**src/utf8v_pkg.sv**
```systemverilog
`default_nettype none
package utf8v_pkg;

  localparam int unsigned UTF8V_QUEUE_DEPTH = 4;

  // byte masks and patterns
  localparam logic [7:0] MASK_HI   = 8'h80;
  localparam logic [7:0] MASK_CONT = 8'hC0;
  localparam logic [7:0] PAT_CONT  = 8'h80;
  localparam logic [7:0] MASK_L2   = 8'hE0;
  localparam logic [7:0] PAT_L2    = 8'hC0;
  localparam logic [7:0] MASK_L3   = 8'hF0;
  localparam logic [7:0] PAT_L3    = 8'hE0;
  localparam logic [7:0] MASK_L4   = 8'hF8;
  localparam logic [7:0] PAT_L4    = 8'hF0;
  localparam logic [7:0] MIN_AFTER_E0 = 8'hA0;
  localparam logic [7:0] MIN_AFTER_F0 = 8'h90;

  // bound on the first continuation byte
  localparam logic [1:0] BOUND_NONE = 2'd0;
  localparam logic [1:0] BOUND_A0   = 2'd1;
  localparam logic [1:0] BOUND_90   = 2'd2;

  // classified item, as held in the queue
  typedef struct packed {
    logic       has_byte;
    logic       end_of_string;
    logic       is_cont;
    logic       below_a0;
    logic       below_90;
    logic       lead_bad;
    logic [1:0] lead_len;
    logic [1:0] lead_bound;
  } item_t;

  typedef struct packed {
    logic empty;
    logic full;
  } qstat_t;

  typedef struct packed {
    logic [1:0] pend;
    logic [1:0] bound;
    logic       err;
  } bstat_t;

endpackage
`default_nettype wire

```
**src/utf8_stream_validator_unit.sv**
```systemverilog
`default_nettype none
// UTF-8 stream validator: one byte (or bare end marker) per item, one verdict per string.
// The end-of-string item is written to the queue, then checked by the back end, which
// registers the verdict; out_valid stays high until out_ready takes it.
// Throughput: 1 item per cycle sustained, held off only while the item queue is full.
// in_ready drops only when the item queue is full (result stalled by out_ready).
// Reset (rst_n low, synchronous): queue emptied, decoder state and out_valid cleared.
module utf8_stream_validator_unit #(
  parameter int unsigned QUEUE_DEPTH = utf8v_pkg::UTF8V_QUEUE_DEPTH
) (
  input  wire logic       clk,
  input  wire logic       rst_n,
  input  wire logic       in_valid,
  output logic            in_ready,
  input  wire logic [7:0] in_data_byte,
  input  wire logic       in_has_byte,
  input  wire logic       in_end_of_string,
  output logic            out_valid,
  input  wire logic       out_ready,
  output logic            out_is_valid
);
  import utf8v_pkg::*;

  item_t  front_item;   // classified incoming item
  item_t  head_item;    // oldest queued item
  qstat_t q_stat;
  bstat_t b_stat;
  logic   pop;

  // front: byte classification, no state
  utf8v_front u_front (
    .in_data_byte     (in_data_byte),
    .in_has_byte      (in_has_byte),
    .in_end_of_string (in_end_of_string),
    .item             (front_item)
  );

  // short queue decouples input from a stalled result
  utf8v_queue #(
    .DEPTH (QUEUE_DEPTH)
  ) u_queue (
    .clk       (clk),
    .rst_n     (rst_n),
    .push      (in_valid),
    .push_item (front_item),
    .pop       (pop),
    .head_item (head_item),
    .stat      (q_stat)
  );

  assign in_ready = !q_stat.full;

  // back: sequence tracking and the registered verdict
  utf8v_back u_back (
    .clk          (clk),
    .rst_n        (rst_n),
    .head_valid   (!q_stat.empty),
    .head_item    (head_item),
    .pop          (pop),
    .out_valid    (out_valid),
    .out_ready    (out_ready),
    .out_is_valid (out_is_valid),
    .stat         (b_stat)
  );

  // queue can't be both empty and full
  a_q_sane: assert property (@(posedge clk) disable iff (!rst_n)
    !(q_stat.empty && q_stat.full))
    else $error("queue empty and full at once");

  // an accepted item is visible to the back end next cycle
  a_push_seen: assert property (@(posedge clk) disable iff (!rst_n)
    (in_valid && in_ready) |=> !q_stat.empty)
    else $error("accepted item lost by queue");

  // a first-byte bound only exists while two or more continuations are due
  a_bound_pend: assert property (@(posedge clk) disable iff (!rst_n)
    (b_stat.bound != BOUND_NONE) |-> (b_stat.pend == 2'd2 || b_stat.pend == 2'd3))
    else $error("bound without pending continuations");

  // no pop of a string end while the result slot stays blocked
  a_no_overwrite: assert property (@(posedge clk) disable iff (!rst_n)
    (out_valid && !out_ready) |-> !(pop && head_item.end_of_string))
    else $error("verdict overwritten while stalled");

endmodule
`default_nettype wire

```
**src/utf8v_front.sv**
```systemverilog
`default_nettype none
module utf8v_front (
  input  wire logic [7:0]       in_data_byte,
  input  wire logic             in_has_byte,
  input  wire logic             in_end_of_string,
  output utf8v_pkg::item_t      item
);
  import utf8v_pkg::*;

  logic [7:0] b;

  assign b = in_data_byte;

  always_comb begin
    item = '0;
    item.has_byte      = in_has_byte;
    item.end_of_string = in_end_of_string;
    item.is_cont       = ((b & MASK_CONT) == PAT_CONT);
    item.below_a0      = (b < MIN_AFTER_E0);
    item.below_90      = (b < MIN_AFTER_F0);
    priority if ((b & MASK_HI) == 8'h00) begin
      item.lead_len = 2'd0;
    end else if ((b & MASK_L2) == PAT_L2) begin
      item.lead_len = 2'd1;
    end else if ((b & MASK_L3) == PAT_L3) begin
      item.lead_len   = 2'd2;
      item.lead_bound = (b == PAT_L3) ? BOUND_A0 : BOUND_NONE;
    end else if ((b & MASK_L4) == PAT_L4) begin
      item.lead_len   = 2'd3;
      item.lead_bound = (b == PAT_L4) ? BOUND_90 : BOUND_NONE;
    end else begin
      item.lead_bad = 1'b1;
    end
  end

endmodule
`default_nettype wire

```
**src/utf8v_queue.sv**
```systemverilog
`default_nettype none
module utf8v_queue #(
  parameter int unsigned DEPTH = utf8v_pkg::UTF8V_QUEUE_DEPTH
) (
  input  wire logic             clk,
  input  wire logic             rst_n,
  input  wire logic             push,
  input  wire utf8v_pkg::item_t push_item,
  input  wire logic             pop,
  output utf8v_pkg::item_t      head_item,
  output utf8v_pkg::qstat_t     stat
);
  import utf8v_pkg::*;

  localparam int unsigned PW = (DEPTH > 1) ? $clog2(DEPTH) : 1;
  localparam int unsigned CW = $clog2(DEPTH + 1);
  localparam logic [PW-1:0] LAST_PTR = PW'(DEPTH - 1);
  localparam logic [CW-1:0] FULL_CNT = CW'(DEPTH);

  item_t         mem [DEPTH];
  logic [PW-1:0] wr_ptr_r, wr_ptr_nxt;
  logic [PW-1:0] rd_ptr_r, rd_ptr_nxt;
  logic [CW-1:0] cnt_r, cnt_nxt;
  logic          do_push, do_pop;

  assign stat.empty = (cnt_r == '0);
  assign stat.full  = (cnt_r == FULL_CNT);
  assign do_push    = push && !stat.full;
  assign do_pop     = pop && !stat.empty;
  assign head_item  = mem[rd_ptr_r];

  always_comb begin
    wr_ptr_nxt = wr_ptr_r;
    rd_ptr_nxt = rd_ptr_r;
    cnt_nxt    = cnt_r;
    if (do_push) begin
      wr_ptr_nxt = (wr_ptr_r == LAST_PTR) ? '0 : wr_ptr_r + 1'b1;
    end
    if (do_pop) begin
      rd_ptr_nxt = (rd_ptr_r == LAST_PTR) ? '0 : rd_ptr_r + 1'b1;
    end
    unique case ({do_push, do_pop})
      2'b10:   cnt_nxt = cnt_r + 1'b1;
      2'b01:   cnt_nxt = cnt_r - 1'b1;
      default: cnt_nxt = cnt_r;
    endcase
  end

  always_ff @(posedge clk) begin
    if (!rst_n) begin
      wr_ptr_r <= '0;
      rd_ptr_r <= '0;
      cnt_r    <= '0;
    end else begin
      wr_ptr_r <= wr_ptr_nxt;
      rd_ptr_r <= rd_ptr_nxt;
      cnt_r    <= cnt_nxt;
    end
  end

  always_ff @(posedge clk) begin
    if (do_push) begin
      mem[wr_ptr_r] <= push_item;
    end
  end

endmodule
`default_nettype wire

```
**src/utf8v_back.sv**
```systemverilog
`default_nettype none
module utf8v_back (
  input  wire logic             clk,
  input  wire logic             rst_n,
  input  wire logic             head_valid,
  input  wire utf8v_pkg::item_t head_item,
  output logic                  pop,
  output logic                  out_valid,
  input  wire logic             out_ready,
  output logic                  out_is_valid,
  output utf8v_pkg::bstat_t     stat
);
  import utf8v_pkg::*;

  logic [1:0] pend_r, pend_nxt;
  logic [1:0] bound_r, bound_nxt;
  logic       err_r, err_nxt;
  logic       ov_r, ov_nxt;
  logic       res_r, res_nxt;
  logic       bad_cont;

  // a result item needs a free output slot
  assign pop = head_valid && (!head_item.end_of_string || !ov_r || out_ready);

  assign bad_cont = !head_item.is_cont
                 || (bound_r == BOUND_A0 && head_item.below_a0)
                 || (bound_r == BOUND_90 && head_item.below_90);

  always_comb begin
    pend_nxt  = pend_r;
    bound_nxt = bound_r;
    err_nxt   = err_r;
    ov_nxt    = ov_r && !out_ready;
    res_nxt   = res_r;
    if (pop) begin
      if (head_item.has_byte && !err_r) begin
        if (pend_r != 2'd0) begin
          err_nxt   = bad_cont;
          bound_nxt = BOUND_NONE;
          pend_nxt  = pend_r - 2'd1;
        end else if (head_item.lead_bad) begin
          err_nxt = 1'b1;
        end else begin
          pend_nxt  = head_item.lead_len;
          bound_nxt = head_item.lead_bound;
        end
      end
      if (head_item.end_of_string) begin
        ov_nxt    = 1'b1;
        res_nxt   = !err_nxt && (pend_nxt == 2'd0);
        pend_nxt  = 2'd0;
        bound_nxt = BOUND_NONE;
        err_nxt   = 1'b0;
      end
    end
  end

  always_ff @(posedge clk) begin
    if (!rst_n) begin
      pend_r  <= 2'd0;
      bound_r <= BOUND_NONE;
      err_r   <= 1'b0;
      ov_r    <= 1'b0;
    end else begin
      pend_r  <= pend_nxt;
      bound_r <= bound_nxt;
      err_r   <= err_nxt;
      ov_r    <= ov_nxt;
    end
  end

  always_ff @(posedge clk) begin
    res_r <= res_nxt;
  end

  assign out_valid    = ov_r;
  assign out_is_valid = res_r;
  assign stat.pend    = pend_r;
  assign stat.bound   = bound_r;
  assign stat.err     = err_r;

endmodule
`default_nettype wire

```
**config.mk**
```make
export PLATFORM = sky130hd
export DESIGN_NAME = utf8_stream_validator_unit
export DESIGN_NICKNAME = d
export VERILOG_FILES = /design/src/utf8v_pkg.sv /design/src/utf8_stream_validator_unit.sv /design/src/utf8v_front.sv /design/src/utf8v_queue.sv /design/src/utf8v_back.sv
export SDC_FILE = /design/constraint.sdc
export NUM_CORES = 1
export LEC_CHECK = 0
export BUFFER_PORTS_ARGS = -buffer_cell sky130_fd_sc_hd__buf_2
export CORE_MARGIN = 1
export CORE_UTILIZATION = 30
export CTS_CLUSTER_SIZE = 30
export DETAILED_ROUTE_END_ITERATION = 7
export GPL_ROUTABILITY_DRIVEN = 0
export MAX_ROUTING_LAYER = met4
export PLACE_DENSITY = 0.56
export SLEW_MARGIN = 20
export SYNTH_ARGS = -nofsm -noshare
export SYNTH_HDL_FRONTEND = slang
export SYNTH_SLANG_ARGS = --single-unit
```
**constraint.sdc**
```tcl
create_clock -name clk -period 4.05 [get_ports clk]
set_input_delay 0.405 -clock clk [delete_from_list [all_inputs] [get_ports clk]]
set_output_delay 0.405 -clock clk [all_outputs]
set_load 0.01 [all_outputs]
```
## Yosys cells after proc, flatten, opt, wreduce, memory -nomap -nowiden

Memory sizes are Yosys's and may differ from the RTL's. A register that Yosys moved wholly into a read port is not among the register bits.
Index checks and enable logic that the tools add are counted.

| cells by class | value |
|---|---|
| add/sub/neg operators | 5 |
| $mul | 0 |
| div/mod/pow operators | 0 |
| $lt $le $gt $ge | 2 |
| equal/unequal tests | 14 |
| shifts and indexed selects | 0 |
| multiplexer cells | 35 |
| bitwise logic cells | 0 |
| reduce and logical (&&, ||, !) cells | 28 |

Operator list:

| cell | number |
|---|---|
| $mux 2 | 18 |
| $eq 8x8->1 const B | 2 |
| $lt 8x8->1 const B | 2 |
| $mux 1 | 14 |
| $eq 2x2->1 const B | 5 |
| $logic_and 1x1->1 | 8 |
| $logic_not 1->1 | 8 |
| $logic_not 8->1 | 1 |
| $mux 4 | 2 |
| $eq 3x3->1 const B | 2 |
| $pmux 3 s2 | 1 |
| $reduce_bool 2->1 | 3 |
| $eq 5x5->1 const B | 1 |
| $add 2x1->2 const B | 2 |
| $eq 2x1->1 const B | 2 |
| $eq 4x4->1 const B | 1 |
| $logic_or 1x1->1 | 4 |
| $add 3x1->3 const B | 1 |
| $logic_not 3->1 | 1 |
| $ne 3x1->1 const B | 1 |
| $reduce_and 3->1 | 1 |
| $sub 3x1->3 const B | 1 |
| $logic_not 2->1 | 1 |
| $reduce_and 2->1 | 1 |
| $sub 2x1->2 const B | 1 |

| word-level totals | value |
|---|---|
| flip-flop bits (word level) | 14 |
| bits in latches | 0 |
| memory bits (writable) | 40 |
| ROM bits | 0 |
| word-level logic and storage cells | 93 |
| memories kept | 1 |

Memory list:

| name | depth | width | read ports | clocked after memory_dff | write ports | RTL line | text |
|---|---|---|---|---|---|---|---|
| u_queue.mem | 4 | 10 | 1 | 1 | 1 | utf8v_queue.sv:20 | `item_t mem [DEPTH];` |

## Logic depth before layout (Yosys ltp)

| logic depth | value |
|---|---|
| depth in word-level cells | 9 |
| depth in mapped cells | 9 |
| depth with buffers taken out | 9 |

## Hierarchy

Synthesis repeated with hierarchy kept, for this count alone.

| second synthesis, totals | value |
|---|---|
| cells, all modules | 172 |
| area total of the unflattened synthesis | 2454.9 sq um |

Modules (own cells, without submodules):

| module | times used | cells an instance | area an instance (sq um) | seq. area each (sq um) |
|---|---|---|---|---|
| utf8v_queue | 1 | 108 | 1933.1 | 1381.3 |
| utf8v_back | 1 | 48 | 399.1 | 150.1 |
| utf8v_front | 1 | 14 | 115.1 | 0.0 |
| utf8_stream_validator_unit | 1 | 2 | 7.5 | 0.0 |

## Worst setup path before layout

Ideal clock, no wire load.

| timing | value |
|---|---|
| path type | reg-to-reg |
| start | register with a tool-made name |
| end | register u_queue.cnt_r[2] |
| setup time | 0.071 ns |
| data arrival time | 2.408 ns |
| data required time | 3.979 ns |
| slack | 1.572 ns |
| stages on the path, launching flop included | 10 |
| period minus slack after synthesis | 2.478 ns |
| cells stage by stage | dfxtp_1 -> buf_6 -> mux4_2 -> a21oi_4 -> ha_1 -> inv_1 -> fa_1 -> xor2_1 -> or3_1 -> a21oi_1 |

RTL lines:

| what | RTL line | text |
|---|---|---|
| end signal: assignment | utf8v_queue.sv:57 | `cnt_r <= cnt_nxt;` |
| end: declaration | utf8v_queue.sv:23 | `logic [CW-1:0] cnt_r, cnt_nxt;` |

==> impl_metrics.py <==
metrics = {
    "synthesis": {
        "yosys-top-cells-area": "edfxtp_1, dfxtp_1, mux4_2",
        "async_reset_ff_share_pct": 0,
        "synth.distinct_cells": 41,
        "yosysMostFrequentCell": "edfxtp_1",
        "netlist_top_cells_count": "edfxtp_1, nor2_1, dfxtp_1, mux2i_1, inv_1",
        "synth_top_area_share_pct": 50.3,
        "syn-cell-area_mm2": 0.00245,
        "syn_area_per_cell_um2": 14.1,
        "synth-main-ff-cell": "edfxtp_1",
        "synth-seq-area-share_pct": 62.6,
        "synth-warning-count": 0,
        "syn_nets": 195,
        "yosys.area.top_type": "edfxtp_1",
        "synth.ff_latch_count": 56,
        "synth_edf_count": 41,
        "synth_cells": 174,
    },
    "pwr": {
        "p_leak_uw": 0.000945,
        "power_density_mw_per_mm2": 626,
        "peakVddDrop_mv": 0.173,
    },
    "drt": {
        "drtPass1Iterations": 4,
        "drc": 0,
        "wirelength_um": 4240,
        "viasPerCell": 4.66,
        "num_vias": 1379,
        "detail-route-antenna-nets": 0,
        "avgRoutedWirePerCell_um": 14.3,
        "detail_route.iter0.violations": 64,
    },
    "clock_network": {
        "worstSkewPairLatency_ps": 310,
        "cts_sinks": 56,
        "post_cts_buffers": 0,
        "cts_made_buffers": 5,
        "path_clk_slew_ps": 100,
        "cts_root_buf": "clkbuf_8",
        "htreeDepth": 2,
        "postCtsHoldBufs": 0,
        "cts-resized-gates": 0,
        "clockBufferDepth": 2,
        "cts_tree": "built",
    },
    "placement": {
        "port-buffer-count": 16,
        "hpwlAfterDp_um": 3050,
    },
    "cells_and_area": {
        "fillers": 763,
        "nets": 214,
        "drive_gt1_share_pct": 19.6,
        "area_growth_pct": 11.8,
        "multi_input_area_um2": 847,
        "antenna_cells": 0,
        "final-seq-area_mm2": 0.00153,
    },
    "critical_path": {
        "ff2ff_path_depth": 8,
        "r2r_end": "u_queue.cnt_r[2]$_SDFFE_PN0P_",
        "rrSetupSlack_ps": 920,
        "cp_data_required_time_ps": 4300,
        "worst-path-max-fanout": 15,
        "path_class": "flop to flop",
        "crit_path_start_kind": "flop",
        "cp-end-kind": "flop",
        "arrival_ps": 3380,
    },
    "sta": {
        "report.final.hold_viol_count": 0,
        "tightest_slew_ps": 868,
        "max_slew_margin_pct": 42.1,
        "setup_viol": 0,
        "rsz0062_at_grt": "false",
        "fmax_ghz": 0.319,
        "clock_skew_ps": 9.30,
        "fin_crit_sh_pct": 77.3,
        "final_max_slew_viol_count": 0,
        "period_minus_slack_ps": 3130,
        "holdWs_ps": 318,
        "fin_tns_setup_ps": 0,
    },
    "hold_path": {
        "whs_endpoint": "u_queue.mem[0][8]$_DFFE_PP_",
        "hp-class": "input port to flop",
        "hold_depth": 1,
        "min_from": "in_end_of_string",
    },
    "grt": {
        "antenna_found_initial": 0,
        "grt-ovfl-total": 0,
        "grt_usage_pct": 11.1,
        "grt_pass1_wl_um": 7030,
        "grt_max_degree": 19,
        "grt_pass1_vias": 1419,
    },
    "flow_run": {
        "maxCapViolations": 0,
    },
    "floorplan": {
        "rows": 32,
        "die_area_mm2": 0.00852,
        "io_pins": 17,
        "core_mm2": 0.00781,
        "chipWidth_um": 92.3,
        "initial_utilization_pct": 31.3,
        "die_h_um": 92.3,
    },
    "outcome": {
        "status": "finished, final reports clean",
    },
}
## cell type report
type,instances,area share (%)
Multi-Input combinational cell,105,31.0
Sequential cell,56,56.0
Clock inverter,3,1.69
Clock buffer,5,2.52
Tap cell,102,4.67
Inverter,9,1.24
Timing Repair Buffer,16,2.93
## layout by cell type (no fill, tap or decap), drive strengths merged
| cell type | count |
|---|---|
| edfxtp | 41 |
| nor2 | 17 |
| buf | 16 |
| dfxtp | 15 |
| mux2i | 10 |
| inv | 10 |
| a21oi | 8 |
| mux4 | 6 |
| o21ai | 6 |
| ha | 6 |
| and3 | 5 |
| clkbuf | 5 |
| nor2b | 4 |
| nand2b | 4 |
| nor3 | 3 |
| nand3 | 3 |
| nand2 | 3 |
| or2 | 3 |
| o211ai | 2 |
| a31oi | 2 |
| o31ai | 2 |
| nor3b | 2 |
| and2 | 2 |
| xor2 | 2 |
| or3 | 2 |
| a22o | 2 |
| o22ai | 2 |
| mux2 | 2 |
| nor4 | 2 |
| or4 | 1 |
| nor4b | 1 |
| a21boi | 1 |
| nand3b | 1 |
| fa | 1 |
| clkinvlp | 1 |
| bufinv | 1 |
## worst max-delay path by stage
| stage | start | end | slack [ps] | cells past startpoint |
|---|---|---|---|---|
| detailed placement | flop | u_queue.cnt_r[2]$_SDFFE_PN0P_ | 900 | 8 |
| global placement | flop | u_queue.cnt_r[2]$_SDFFE_PN0P_ | 980 | 8 |
| global route | flop | u_queue.cnt_r[2]$_SDFFE_PN0P_ | 640 | 8 |
| floorplan | flop | u_queue.cnt_r[2]$_SDFFE_PN0P_ | 1570 | 9 |
| finish | flop | u_queue.cnt_r[2]$_SDFFE_PN0P_ | 920 | 8 |
| CTS | flop | u_queue.cnt_r[2]$_SDFFE_PN0P_ | 880 | 8 |
## power by group
group	internal [uW]	total (uW)	switching, uW	leakage (uW)
Combinational	258	541	284	0.000388
Sequential	707	794	87.1	0.000502
Clock	187	376	189	0.0000548
Total	1150	1710	560	0.000945
## registers in the layout, summed over array words and instances (netlist names), 2 cells and up, named ones only
register,flops
u_back.pend_r,2
u_queue.cnt_r,3
u_queue.wr_ptr_r,2
u_queue.rd_ptr_r,2
u_back.bound_r,2
u_queue.mem,40
## cell families (layout without fill, tap and decap cells)
logic type / count (synthesis) / count (layout) / synth area share (%)
xor+xnor: 2 / 2 / 0.716
buf+inv: 13 / 33 / 2.76
compound gates: 25 / 25 / 6.85
simple gates: 53 / 53 / 12.5
mux: 18 / 18 / 10.7
flops: 56 / 56 / 62.6
fa+ha+maj: 7 / 7 / 3.89
## worst max-delay path, cell delays in order, from the launching register on
cell     delay [ps]
dfxtp_1         900
mux4_2          670
a21oi_4         260
ha_1            220
inv_1            60
fa_1            370
xor2_1          160
or3_1           300
a21oi_1         140
## routing by layer
| layer | global-route usage (%) | vias up | part of all wire, % |
|---|---|---|---|
| met5 | - | - | 0 |
| met4 | 3.52 | 0 | 1.0 |
| met3 | 2.46 | 4 | 2.5 |
| met2 | 18.2 | 22 | 49 |
| met1 | 13.7 | 670 | 48 |
| li1 | - | 683 | - |
## through the flow
stage          instance area [um^2]  power, uW  instances  util (%)  setup WS (ps)
6_report                       2740       1710        296      35.0            918
5_1_grt                        2740       1830        296      35.0            641
4_1_cts                        2740       1730        296      35.0            882
3_5_place_dp                   2620       1360        288      33.6            900
3_3_place_gp                   2620       1340        288      33.6            977
2_1_floorplan                  2450       1250        174         -           1570
Note: power is estimated with default switching activity, not from simulation.
